--- config.mk ---
export PLATFORM = sky130hd
export DESIGN_NAME = set_union_intersection
export DESIGN_NICKNAME = d
export VERILOG_FILES = /design/src/rtl/sui_pkg.sv /design/src/rtl/set_union_intersection.sv /design/src/rtl/sui_ram.sv /design/src/rtl/sui_cmp.sv /design/src/rtl/sui_ctrl.sv
export SDC_FILE = /design/constraint.sdc
export NUM_CORES = 2
export LEC_CHECK = 0
export BUFFER_PORTS_ARGS = -buffer_cell sky130_fd_sc_hd__buf_2
export CAP_MARGIN = 20
export CORE_UTILIZATION = 50
export DETAILED_ROUTE_END_ITERATION = 8
export PLACE_DENSITY = 0.66
export RECOVER_POWER = 25
export REMOVE_ABC_BUFFERS = 1
export SKIP_CTS_REPAIR_TIMING = 1
export SLEW_MARGIN = 25
export SYNTH_ARGS = -nofsm -noshare
export SYNTH_HDL_FRONTEND = slang
export SYNTH_HIERARCHICAL = 1
export SYNTH_SLANG_ARGS = --single-unit
--- constraint.sdc ---
create_clock -name clk -period 9.55 [get_ports clk]
set_input_delay 0.4775 -clock clk [delete_from_list [all_inputs] [get_ports clk]]
set_output_delay 0.4775 -clock clk [all_outputs]
set_load 0.01 [all_outputs]
--- src/rtl/sui_pkg.sv ---
`timescale 1ns / 1ps

package sui_pkg;

    // Fixed field widths.
    localparam int VAL_W    = 32;
    localparam int REQ_W    = 2;
    localparam int KIND_W   = 3;
    localparam int UCNT_W   = 6;
    localparam int ICNT_W   = 5;
    localparam int S_DATA_W = 32;
    localparam int M_DATA_W = 48;
    localparam int M_PAD_W  = M_DATA_W - VAL_W - UCNT_W - ICNT_W;

    // Request codes carried on the slave-side tuser.
    localparam logic [REQ_W-1:0] REQ_ADD_A   = 2'd0;
    localparam logic [REQ_W-1:0] REQ_ADD_B   = 2'd1;
    localparam logic [REQ_W-1:0] REQ_COMPUTE = 2'd2;

    // Result kinds carried on the master-side tuser.
    typedef enum logic [KIND_W-1:0] {
        KIND_ACCEPTED  = 3'd0,
        KIND_DUPLICATE = 3'd1,
        KIND_FULL      = 3'd2,
        KIND_UNION     = 3'd3,
        KIND_INTER     = 3'd4,
        KIND_DONE      = 3'd5
    } kind_t;

    // Sequencer states.
    typedef enum logic [3:0] {
        ST_IDLE,
        ST_ADD_SCAN,
        ST_ADD_END,
        ST_UNI_A,
        ST_UNI_B,
        ST_UNI_END,
        ST_INT_LOAD,
        ST_INT_WAIT,
        ST_INT_SCAN,
        ST_INT_END,
        ST_DONE
    } state_t;

    // Operands of the shared compare unit.
    typedef struct packed {
        logic [VAL_W-1:0] word;
        logic [VAL_W-1:0] key;
        logic [VAL_W-1:0] floor_val;
        logic             floor_vld;
        logic [VAL_W-1:0] best_val;
        logic             best_vld;
    } cmp_op_t;

    // Results of the shared compare unit.
    typedef struct packed {
        logic eq;
        logic above_floor;
        logic below_best;
    } cmp_res_t;

    // One result word handed from the sequencer to the output register.
    typedef struct packed {
        kind_t             kind;
        logic [VAL_W-1:0]  elem;
        logic [UCNT_W-1:0] ucnt;
        logic [ICNT_W-1:0] icnt;
        logic              last;
    } res_t;

endpackage

--- src/rtl/set_union_intersection.sv ---
`timescale 1ns / 1ps
// Channel   Direction  Ports                          Contents
// s_*       in         tvalid tready tdata tuser      request word
// m_*       out        tvalid tready tdata tuser tlast result word
//
// An add request reads each entry of the target store once through the
// shared compare unit, then answers.
// A compute request runs one selection pass over both stores per union
// element and a last pass that finds none, then scans set B for each set A entry.
// Reset empties both sets; store contents are not cleared.
// A stalled result holds in the output register and the sequencer waits.

module set_union_intersection
    import sui_pkg::*;
#(
    parameter int SET_CAP = 16
) (
    input  logic                clk,
    input  logic                rst_n,
    input  logic                s_tvalid,
    output logic                s_tready,
    input  logic [S_DATA_W-1:0] s_tdata,  // [31:0] value
    input  logic [REQ_W-1:0]    s_tuser,  // [1:0] req_type
    output logic                m_tvalid,
    input  logic                m_tready,
    output logic [M_DATA_W-1:0] m_tdata,  // [31:0] elem_value, [37:32] union_count,
                                          // [42:38] inter_count, [47:43] zero
    output logic [KIND_W-1:0]   m_tuser,  // [2:0] kind
    output logic                m_tlast
);

    localparam int AW    = (SET_CAP > 1) ? $clog2(SET_CAP) : 1;
    localparam int CNT_W = $clog2(SET_CAP + 1);

    logic             a_we, b_we;
    logic [AW-1:0]    a_waddr, a_raddr, b_waddr, b_raddr;
    logic [VAL_W-1:0] a_rdata, b_rdata, wdata;
    cmp_op_t          cmp_op;
    cmp_res_t         cmp_res;
    logic             emit_vld;
    res_t             emit_res;
    logic             slot_free;
    logic             m_vld_reg, m_vld_next;
    res_t             m_res_reg;

    // Set stores.
    sui_ram #(.WIDTH(VAL_W), .DEPTH(SET_CAP)) u_ram_a (
        .clk   (clk),
        .we    (a_we),
        .waddr (a_waddr),
        .wdata (wdata),
        .raddr (a_raddr),
        .rdata (a_rdata)
    );

    sui_ram #(.WIDTH(VAL_W), .DEPTH(SET_CAP)) u_ram_b (
        .clk   (clk),
        .we    (b_we),
        .waddr (b_waddr),
        .wdata (wdata),
        .raddr (b_raddr),
        .rdata (b_rdata)
    );

    // Shared compare unit.
    sui_cmp u_cmp (
        .op  (cmp_op),
        .res (cmp_res)
    );

    // Sequencer.
    sui_ctrl #(.SET_CAP(SET_CAP), .AW(AW), .CNT_W(CNT_W)) u_ctrl (
        .clk       (clk),
        .rst_n     (rst_n),
        .in_valid  (s_tvalid),
        .in_ready  (s_tready),
        .in_req    (s_tuser),
        .in_value  (s_tdata),
        .a_we      (a_we),
        .a_waddr   (a_waddr),
        .a_raddr   (a_raddr),
        .a_rdata   (a_rdata),
        .b_we      (b_we),
        .b_waddr   (b_waddr),
        .b_raddr   (b_raddr),
        .b_rdata   (b_rdata),
        .wdata     (wdata),
        .cmp_op    (cmp_op),
        .cmp_res   (cmp_res),
        .emit_vld  (emit_vld),
        .emit_res  (emit_res),
        .slot_free (slot_free)
    );

    // Output register: a new word loads when the slot is empty or draining.
    assign slot_free  = !m_vld_reg || m_tready;
    assign m_vld_next = (emit_vld && slot_free) || (m_vld_reg && !m_tready);

    always_ff @(posedge clk or negedge rst_n)
    begin
        if (!rst_n)
        begin
            m_vld_reg <= 1'b0;
        end
        else
        begin
            m_vld_reg <= m_vld_next;
        end
    end

    always_ff @(posedge clk)
    begin
        if (emit_vld && slot_free)
        begin
            m_res_reg <= emit_res;
        end
    end

    assign m_tvalid = m_vld_reg;
    assign m_tdata  = {{M_PAD_W{1'b0}}, m_res_reg.icnt, m_res_reg.ucnt, m_res_reg.elem};
    assign m_tuser  = m_res_reg.kind;
    assign m_tlast  = m_res_reg.last;

endmodule

--- src/rtl/sui_ram.sv ---
`timescale 1ns / 1ps

module sui_ram #(
    parameter int WIDTH = 32,
    parameter int DEPTH = 16,
    parameter int AW    = (DEPTH > 1) ? $clog2(DEPTH) : 1
) (
    input  logic             clk,
    input  logic             we,
    input  logic [AW-1:0]    waddr,
    input  logic [WIDTH-1:0] wdata,
    input  logic [AW-1:0]    raddr,
    output logic [WIDTH-1:0] rdata
);

    logic [WIDTH-1:0] mem_reg [DEPTH];
    logic [WIDTH-1:0] rdata_reg;

    // One write port and one registered read port.
    always_ff @(posedge clk)
    begin
        if (we)
        begin
            mem_reg[waddr] <= wdata;
        end
        rdata_reg <= mem_reg[raddr];
    end

    assign rdata = rdata_reg;

endmodule

--- src/rtl/sui_cmp.sv ---
`timescale 1ns / 1ps

module sui_cmp
    import sui_pkg::*;
(
    input  cmp_op_t  op,
    output cmp_res_t res
);

    // Equality against the search key, and signed order against the
    // current lower bound and the best candidate so far.
    always_comb
    begin
        res.eq          = (op.word == op.key);
        res.above_floor = !op.floor_vld || ($signed(op.word) > $signed(op.floor_val));
        res.below_best  = !op.best_vld || ($signed(op.word) < $signed(op.best_val));
    end

endmodule

--- src/rtl/sui_ctrl.sv ---
`timescale 1ns / 1ps

module sui_ctrl
    import sui_pkg::*;
#(
    parameter int SET_CAP = 16,
    parameter int AW      = (SET_CAP > 1) ? $clog2(SET_CAP) : 1,
    parameter int CNT_W   = $clog2(SET_CAP + 1)
) (
    input  logic             clk,
    input  logic             rst_n,
    // Request side
    input  logic             in_valid,
    output logic             in_ready,
    input  logic [REQ_W-1:0] in_req,
    input  logic [VAL_W-1:0] in_value,
    // Set A store
    output logic             a_we,
    output logic [AW-1:0]    a_waddr,
    output logic [AW-1:0]    a_raddr,
    input  logic [VAL_W-1:0] a_rdata,
    // Set B store
    output logic             b_we,
    output logic [AW-1:0]    b_waddr,
    output logic [AW-1:0]    b_raddr,
    input  logic [VAL_W-1:0] b_rdata,
    output logic [VAL_W-1:0] wdata,
    // Shared compare unit
    output cmp_op_t          cmp_op,
    input  cmp_res_t         cmp_res,
    // Result side
    output logic             emit_vld,
    output res_t             emit_res,
    input  logic             slot_free
);

    localparam logic [CNT_W-1:0] CAP = CNT_W'(SET_CAP);

    state_t            state_reg, state_next;
    logic [CNT_W-1:0]  cnt_a_reg, cnt_a_next;
    logic [CNT_W-1:0]  cnt_b_reg, cnt_b_next;
    logic [CNT_W-1:0]  iss_reg, iss_next;
    logic [CNT_W-1:0]  int_i_reg, int_i_next;
    logic              chk_vld_reg, chk_vld_next;
    logic              sel_b_reg, sel_b_next;
    logic              hit_reg, hit_next;
    logic              floor_vld_reg, floor_vld_next;
    logic              best_vld_reg, best_vld_next;
    logic [UCNT_W-1:0] ucnt_reg, ucnt_next;
    logic [ICNT_W-1:0] icnt_reg, icnt_next;
    logic [VAL_W-1:0]  key_reg, key_next;
    logic [VAL_W-1:0]  floor_reg, floor_next;
    logic [VAL_W-1:0]  best_reg, best_next;

    logic              scanning;
    logic [CNT_W-1:0]  n_cur;
    logic [VAL_W-1:0]  word;
    logic              issue;
    logic              scan_done;
    logic [CNT_W-1:0]  cnt_sel;
    logic              is_full;

    // Length of the current scan and the store word that it checks.
    always_comb
    begin
        scanning = 1'b0;
        n_cur    = '0;
        word     = b_rdata;
        unique case (state_reg)
            ST_ADD_SCAN:
            begin
                scanning = 1'b1;
                n_cur    = sel_b_reg ? cnt_b_reg : cnt_a_reg;
                word     = sel_b_reg ? b_rdata : a_rdata;
            end
            ST_UNI_A:
            begin
                scanning = 1'b1;
                n_cur    = cnt_a_reg;
                word     = a_rdata;
            end
            ST_UNI_B, ST_INT_SCAN:
            begin
                scanning = 1'b1;
                n_cur    = cnt_b_reg;
            end
            default:
            begin
                scanning = 1'b0;
            end
        endcase
    end

    // A scan issues one read a cycle and checks the word in the next cycle.
    assign issue     = scanning && (iss_reg < n_cur);
    assign scan_done = scanning && !issue && !chk_vld_reg;
    assign cnt_sel   = sel_b_reg ? cnt_b_reg : cnt_a_reg;
    assign is_full   = (cnt_sel >= CAP);

    assign a_raddr  = (state_reg == ST_INT_LOAD) ? int_i_reg[AW-1:0] : iss_reg[AW-1:0];
    assign b_raddr  = iss_reg[AW-1:0];
    assign a_waddr  = cnt_a_reg[AW-1:0];
    assign b_waddr  = cnt_b_reg[AW-1:0];
    assign wdata    = key_reg;
    assign in_ready = (state_reg == ST_IDLE);

    always_comb
    begin
        cmp_op.word      = word;
        cmp_op.key       = key_reg;
        cmp_op.floor_val = floor_reg;
        cmp_op.floor_vld = floor_vld_reg;
        cmp_op.best_val  = best_reg;
        cmp_op.best_vld  = best_vld_reg;
    end

    // Next state.
    always_comb
    begin
        state_next = state_reg;
        unique case (state_reg)
            ST_IDLE:
            begin
                if (in_valid)
                begin
                    if (in_req == REQ_ADD_A || in_req == REQ_ADD_B)
                    begin
                        state_next = ST_ADD_SCAN;
                    end
                    else if (in_req == REQ_COMPUTE)
                    begin
                        state_next = ST_UNI_A;
                    end
                end
            end
            ST_ADD_SCAN:
            begin
                if (scan_done)
                begin
                    state_next = ST_ADD_END;
                end
            end
            ST_ADD_END:
            begin
                if (slot_free)
                begin
                    state_next = ST_IDLE;
                end
            end
            ST_UNI_A:
            begin
                if (scan_done)
                begin
                    state_next = ST_UNI_B;
                end
            end
            ST_UNI_B:
            begin
                if (scan_done)
                begin
                    state_next = ST_UNI_END;
                end
            end
            ST_UNI_END:
            begin
                if (!best_vld_reg)
                begin
                    state_next = ST_INT_LOAD;
                end
                else if (slot_free)
                begin
                    state_next = ST_UNI_A;
                end
            end
            ST_INT_LOAD:
            begin
                state_next = (int_i_reg < cnt_a_reg) ? ST_INT_WAIT : ST_DONE;
            end
            ST_INT_WAIT:
            begin
                state_next = ST_INT_SCAN;
            end
            ST_INT_SCAN:
            begin
                if (scan_done)
                begin
                    state_next = ST_INT_END;
                end
            end
            ST_INT_END:
            begin
                if (!hit_reg || slot_free)
                begin
                    state_next = ST_INT_LOAD;
                end
            end
            ST_DONE:
            begin
                if (slot_free)
                begin
                    state_next = ST_IDLE;
                end
            end
            default:
            begin
                state_next = ST_IDLE;
            end
        endcase
    end

    // Datapath updates, store writes and result words.
    always_comb
    begin
        cnt_a_next     = cnt_a_reg;
        cnt_b_next     = cnt_b_reg;
        iss_next       = issue ? iss_reg + 1'b1 : iss_reg;
        chk_vld_next   = issue;
        int_i_next     = int_i_reg;
        sel_b_next     = sel_b_reg;
        hit_next       = hit_reg;
        floor_vld_next = floor_vld_reg;
        best_vld_next  = best_vld_reg;
        ucnt_next      = ucnt_reg;
        icnt_next      = icnt_reg;
        key_next       = key_reg;
        floor_next     = floor_reg;
        best_next      = best_reg;
        a_we           = 1'b0;
        b_we           = 1'b0;
        emit_vld       = 1'b0;
        emit_res       = '0;

        if (scan_done)
        begin
            iss_next = '0;
        end

        unique case (state_reg)
            ST_IDLE:
            begin
                iss_next       = '0;
                sel_b_next     = (in_req == REQ_ADD_B);
                key_next       = in_value;
                hit_next       = 1'b0;
                floor_vld_next = 1'b0;
                best_vld_next  = 1'b0;
                ucnt_next      = '0;
                icnt_next      = '0;
            end
            ST_ADD_SCAN, ST_INT_SCAN:
            begin
                if (chk_vld_reg && cmp_res.eq)
                begin
                    hit_next = 1'b1;
                end
            end
            ST_ADD_END:
            begin
                emit_vld      = 1'b1;
                emit_res.last = 1'b1;
                if (hit_reg)
                begin
                    emit_res.kind = KIND_DUPLICATE;
                end
                else if (is_full)
                begin
                    emit_res.kind = KIND_FULL;
                end
                else
                begin
                    emit_res.kind = KIND_ACCEPTED;
                end
                if (slot_free && !hit_reg && !is_full)
                begin
                    a_we = !sel_b_reg;
                    b_we = sel_b_reg;
                    if (sel_b_reg)
                    begin
                        cnt_b_next = cnt_b_reg + 1'b1;
                    end
                    else
                    begin
                        cnt_a_next = cnt_a_reg + 1'b1;
                    end
                end
            end
            ST_UNI_A, ST_UNI_B:
            begin
                // Keep the smallest word above the last emitted element.
                if (chk_vld_reg && cmp_res.above_floor && cmp_res.below_best)
                begin
                    best_next     = word;
                    best_vld_next = 1'b1;
                end
            end
            ST_UNI_END:
            begin
                if (!best_vld_reg)
                begin
                    int_i_next = '0;
                end
                else
                begin
                    emit_vld      = 1'b1;
                    emit_res.kind = KIND_UNION;
                    emit_res.elem = best_reg;
                    if (slot_free)
                    begin
                        floor_next     = best_reg;
                        floor_vld_next = 1'b1;
                        best_vld_next  = 1'b0;
                        ucnt_next      = ucnt_reg + 1'b1;
                    end
                end
            end
            ST_INT_LOAD:
            begin
                hit_next = 1'b0;
            end
            ST_INT_WAIT:
            begin
                key_next = a_rdata;
            end
            ST_INT_END:
            begin
                if (!hit_reg)
                begin
                    int_i_next = int_i_reg + 1'b1;
                end
                else
                begin
                    emit_vld      = 1'b1;
                    emit_res.kind = KIND_INTER;
                    emit_res.elem = key_reg;
                    if (slot_free)
                    begin
                        int_i_next = int_i_reg + 1'b1;
                        icnt_next  = icnt_reg + 1'b1;
                    end
                end
            end
            ST_DONE:
            begin
                emit_vld      = 1'b1;
                emit_res.kind = KIND_DONE;
                emit_res.ucnt = ucnt_reg;
                emit_res.icnt = icnt_reg;
                emit_res.last = 1'b1;
                if (slot_free)
                begin
                    cnt_a_next = '0;
                    cnt_b_next = '0;
                end
            end
            default:
            begin
                emit_vld = 1'b0;
            end
        endcase
    end

    // Control registers.
    always_ff @(posedge clk or negedge rst_n)
    begin
        if (!rst_n)
        begin
            state_reg     <= ST_IDLE;
            cnt_a_reg     <= '0;
            cnt_b_reg     <= '0;
            iss_reg       <= '0;
            int_i_reg     <= '0;
            chk_vld_reg   <= 1'b0;
            sel_b_reg     <= 1'b0;
            hit_reg       <= 1'b0;
            floor_vld_reg <= 1'b0;
            best_vld_reg  <= 1'b0;
            ucnt_reg      <= '0;
            icnt_reg      <= '0;
        end
        else
        begin
            state_reg     <= state_next;
            cnt_a_reg     <= cnt_a_next;
            cnt_b_reg     <= cnt_b_next;
            iss_reg       <= iss_next;
            int_i_reg     <= int_i_next;
            chk_vld_reg   <= chk_vld_next;
            sel_b_reg     <= sel_b_next;
            hit_reg       <= hit_next;
            floor_vld_reg <= floor_vld_next;
            best_vld_reg  <= best_vld_next;
            ucnt_reg      <= ucnt_next;
            icnt_reg      <= icnt_next;
        end
    end

    // Payload registers.
    always_ff @(posedge clk)
    begin
        key_reg   <= key_next;
        floor_reg <= floor_next;
        best_reg  <= best_next;
    end

endmodule

==> run metrics <==
RSZ-0062 raised after global routing false; final antenna-violating net count 0; Hold Vio Cnt, Final 0; clock skew approximately 0.034 ns; total gr overflow 0; drt wl/cell 30.3 um; Multi-input gate area 11,900 sq um; synth-to-layout area growth 12.6%; Slew Viols, Final 670; vias per cell 6.20; PwrDens slightly below 200 nW/um^2; CTS Sinks between 1,000 and 1,500; initial antenna violation count 5; flop-to-flop setup slack 4.16 ns; minimum clock period 5.39 ns; final worst-path cycle share 56.5%; type of the tightest min-delay check in -> reg; CTS tree done; cell row count 115; Worst Setup Path Type reg -> reg; final setup fails 0; DR vias about 26,000; largest net degree at the start of global routing 93; Pre-antenna DRT Iters 6; violated checks max-capacitance violations, max-slew violations; share of post-route cells with drive strength above 1 around a quarter; post-synthesis cell count approximately 2,600; Sequential Area 37,400 sq um; CP max stage delay 0.81 ns; YS warnings 6; H-Tree Depth 4; Synth Cell Area 50,200 sq um; Tot GR Track Use 25.3%; Std-Cell Core Area a little under 100,000 sq um; Worst Setup End Kind register; leak pwr between 15 and 20 nW; CP max FO 36; Total Wirelength approximately 130,000 um; unique cell type count in the Yosys netlist 76; syn avg cell area about 19 sq um; status finished, violations left; DIE AREA 102,000 sq um; TNS Setup 0 ns; Synth Flop Type edfxtp_1; n_diodes 0; critical path arrival between 5 and 6 ns; die width between 300 and 400 um; maxcap violations 19; maximum VDD drop 0.000149 V; Post-synth EDFFs ~1,200; Iteration-0 DRC Markers 2,751; hold_ws between 0.01 and 0.015 ns; worst slack at placement 4.22 ns; Reg2Reg Depth 14; IO Count 92; vias in the first global route 26,107; IO Port Bufs 86; reg-to-reg critical path startpoint u_ctrl/state_reg[0]; Req. time, crit path between 9 and 10 ns; Num CTS Buffers 132; Worst R2R End u_ctrl/best_reg[8]; DRC Markers 0; WHS Path Cells 3; clock root buffer clkbuf_16; Worst path slowest cell dfrtp_1; Worst-Margin Slew 2.46 ns; first-pass GRT wire length approximately 180,000 um; fmax 0.185 GHz; Worst Hold Endpoint u_ctrl/sel_b_reg; post-route cell area 56,500 sq um; placer congestion estimate approximately 0.92; clk_lat worst skew 0.74 ns; Setup WS post-layout 4.16 ns; Startpoint Class register; dpl hpwl 72,100 um; hold wc startpoint s_tuser[0]; total power approximately 11 mW; fillers 7,250; crit-path cells nor3b_2 -> and2_2 -> nand2_1 -> nand2_1 -> ha_1 -> a21o_1 -> a21o_1 -> a21oi_1 -> o22ai_1 -> a211o_2 -> a211oi_2 -> nand4b_1 -> a21oi_4 -> buf_4; die height between 300 and 400 um; Seq/Total Area, Yosys between 70% and 80%; area post-placement 52,300 sq um; CTS clock-pin slew for the worst setup and hold paths 0.06 ns; #FFs+latches synth 1,272; relative slew slack -64.0%; NumNets Final around 2,900; Post-synth ARST share 3.22%; Clock Tree Buf Depth 3; Starting Density 50.7%
[worst max path at each step]
stage / start / to / slack [ns] / depth (start not counted)
detailed placement: u_ctrl/state_reg[0] / u_ctrl/best_reg[9] / 4.22 / 15
floorplan: u_ctrl/iss_reg[0] / u_ram_a/rdata[0] / -13.61 / 5
global placement: u_ctrl/state_reg[0] / u_ctrl/best_reg[10] / 4.38 / 15
finish: u_ctrl/state_reg[0] / u_ctrl/best_reg[8] / 4.16 / 14
CTS: u_ctrl/state_reg[0] / u_ctrl/best_reg[31] / 4.17 / 15
global route: u_ctrl/state_reg[0] / u_ctrl/best_reg[13] / 3.84 / 15
[metrics by stage]
step                      cells  util (%)
after detailed placement   3932      52.9
final                      4177      57.1
after CTS                  4173      57.1
after global placement     3932      52.9
after global routing       4177      57.1
after floorplan            2472         -
[layout make-up]
cell class,count,share of cell area [%]
Multi-Input combinational cell,1123,21.1
Inverter,77,0.512
Clock inverter,59,0.846
Clock buffer,182,6.59
Sequential cell,1272,66.2
Timing Repair Buffer,177,1.95
Tap cell,1287,2.85
[routing by layer]
layer / routed length (um) / global-route usage [%] / up-vias
met1: 51600 / 35.5 / 13645
li1: - / - / 10826
met3: 11000 / 5.19 / 202
met5: 17 / 0 / -
met4: 3190 / 7.77 / 2
met2: 60800 / 40.1 / 1241
[layout by cell type, fill, tap and decap left out, types with 20 or more instances in the layout]
master / Yosys / layout
mux4_2: 256 / 256
a22o_1: 35 / 35
dfrtp_1: 41 / 39
clkinv_2: 0 / 20
buf_4: 69 / 63
edfxtp_1: 1167 / 1167
buf_2: 25 / 85
xor2_1: 43 / 43
a22oi_1: 132 / 132
mux2_2: 34 / 34
dfxtp_1: 64 / 64
clkbuf_16: 0 / 138
ha_1: 77 / 77
a21oi_1: 36 / 35
o21ai_0: 30 / 29
inv_1: 77 / 77
nand2_1: 219 / 218
nor2_4: 0 / 26
clkbuf_1: 52 / 56
nor2_1: 63 / 37
[cells in the mapped netlist, drive strengths merged (13+ instances only)]
cell	number	area (sq um)
nand3	16	80.1
dfrtp	41	1030
inv	77	289
a21oi	38	205
edfxtp	1167	35000
nor2	64	243
and3	20	125
nand4	19	119
xor2	44	393
nand2b	16	108
mux4	256	5770
ha	77	963
a21o	13	97.6
buf	116	741
o21ai	35	175
a22oi	132	991
clkbuf	52	195
mux2	36	413
nand2	220	828
a22o	35	307
dfxtp	64	1280
nor3	14	70.1
[logic make-up after synthesis]
kind of cell | synth area share [%]
compound gates | 4.16
xor+xnor | 0.836
simple gates | 3.81
mux | 12.4
buf+inv | 2.44
flops | 74.5
fa+ha+maj | 1.92
other cells | 0.00748
[critical path, delay by kind of cell, from the launching register on]
family,cells,cell delay [ns]
AND/OR/NAND/NOR,5,1.77
AO/OA/AOI/OAI,7,1.67
adder cells (fa/ha/maj),1,0.27
flip-flops,1,0.81
buffers and inverters,1,0.45
[power breakdown]
part | total [mW] | switching, mW | internal (mW)
Clock | 4.95 | 2.10 | 2.85
Sequential | 5.99 | 0 | 5.99
Combinational | 0.0229 | 0.0122 | 0.0107
Power figures use the tool's default switching activity.
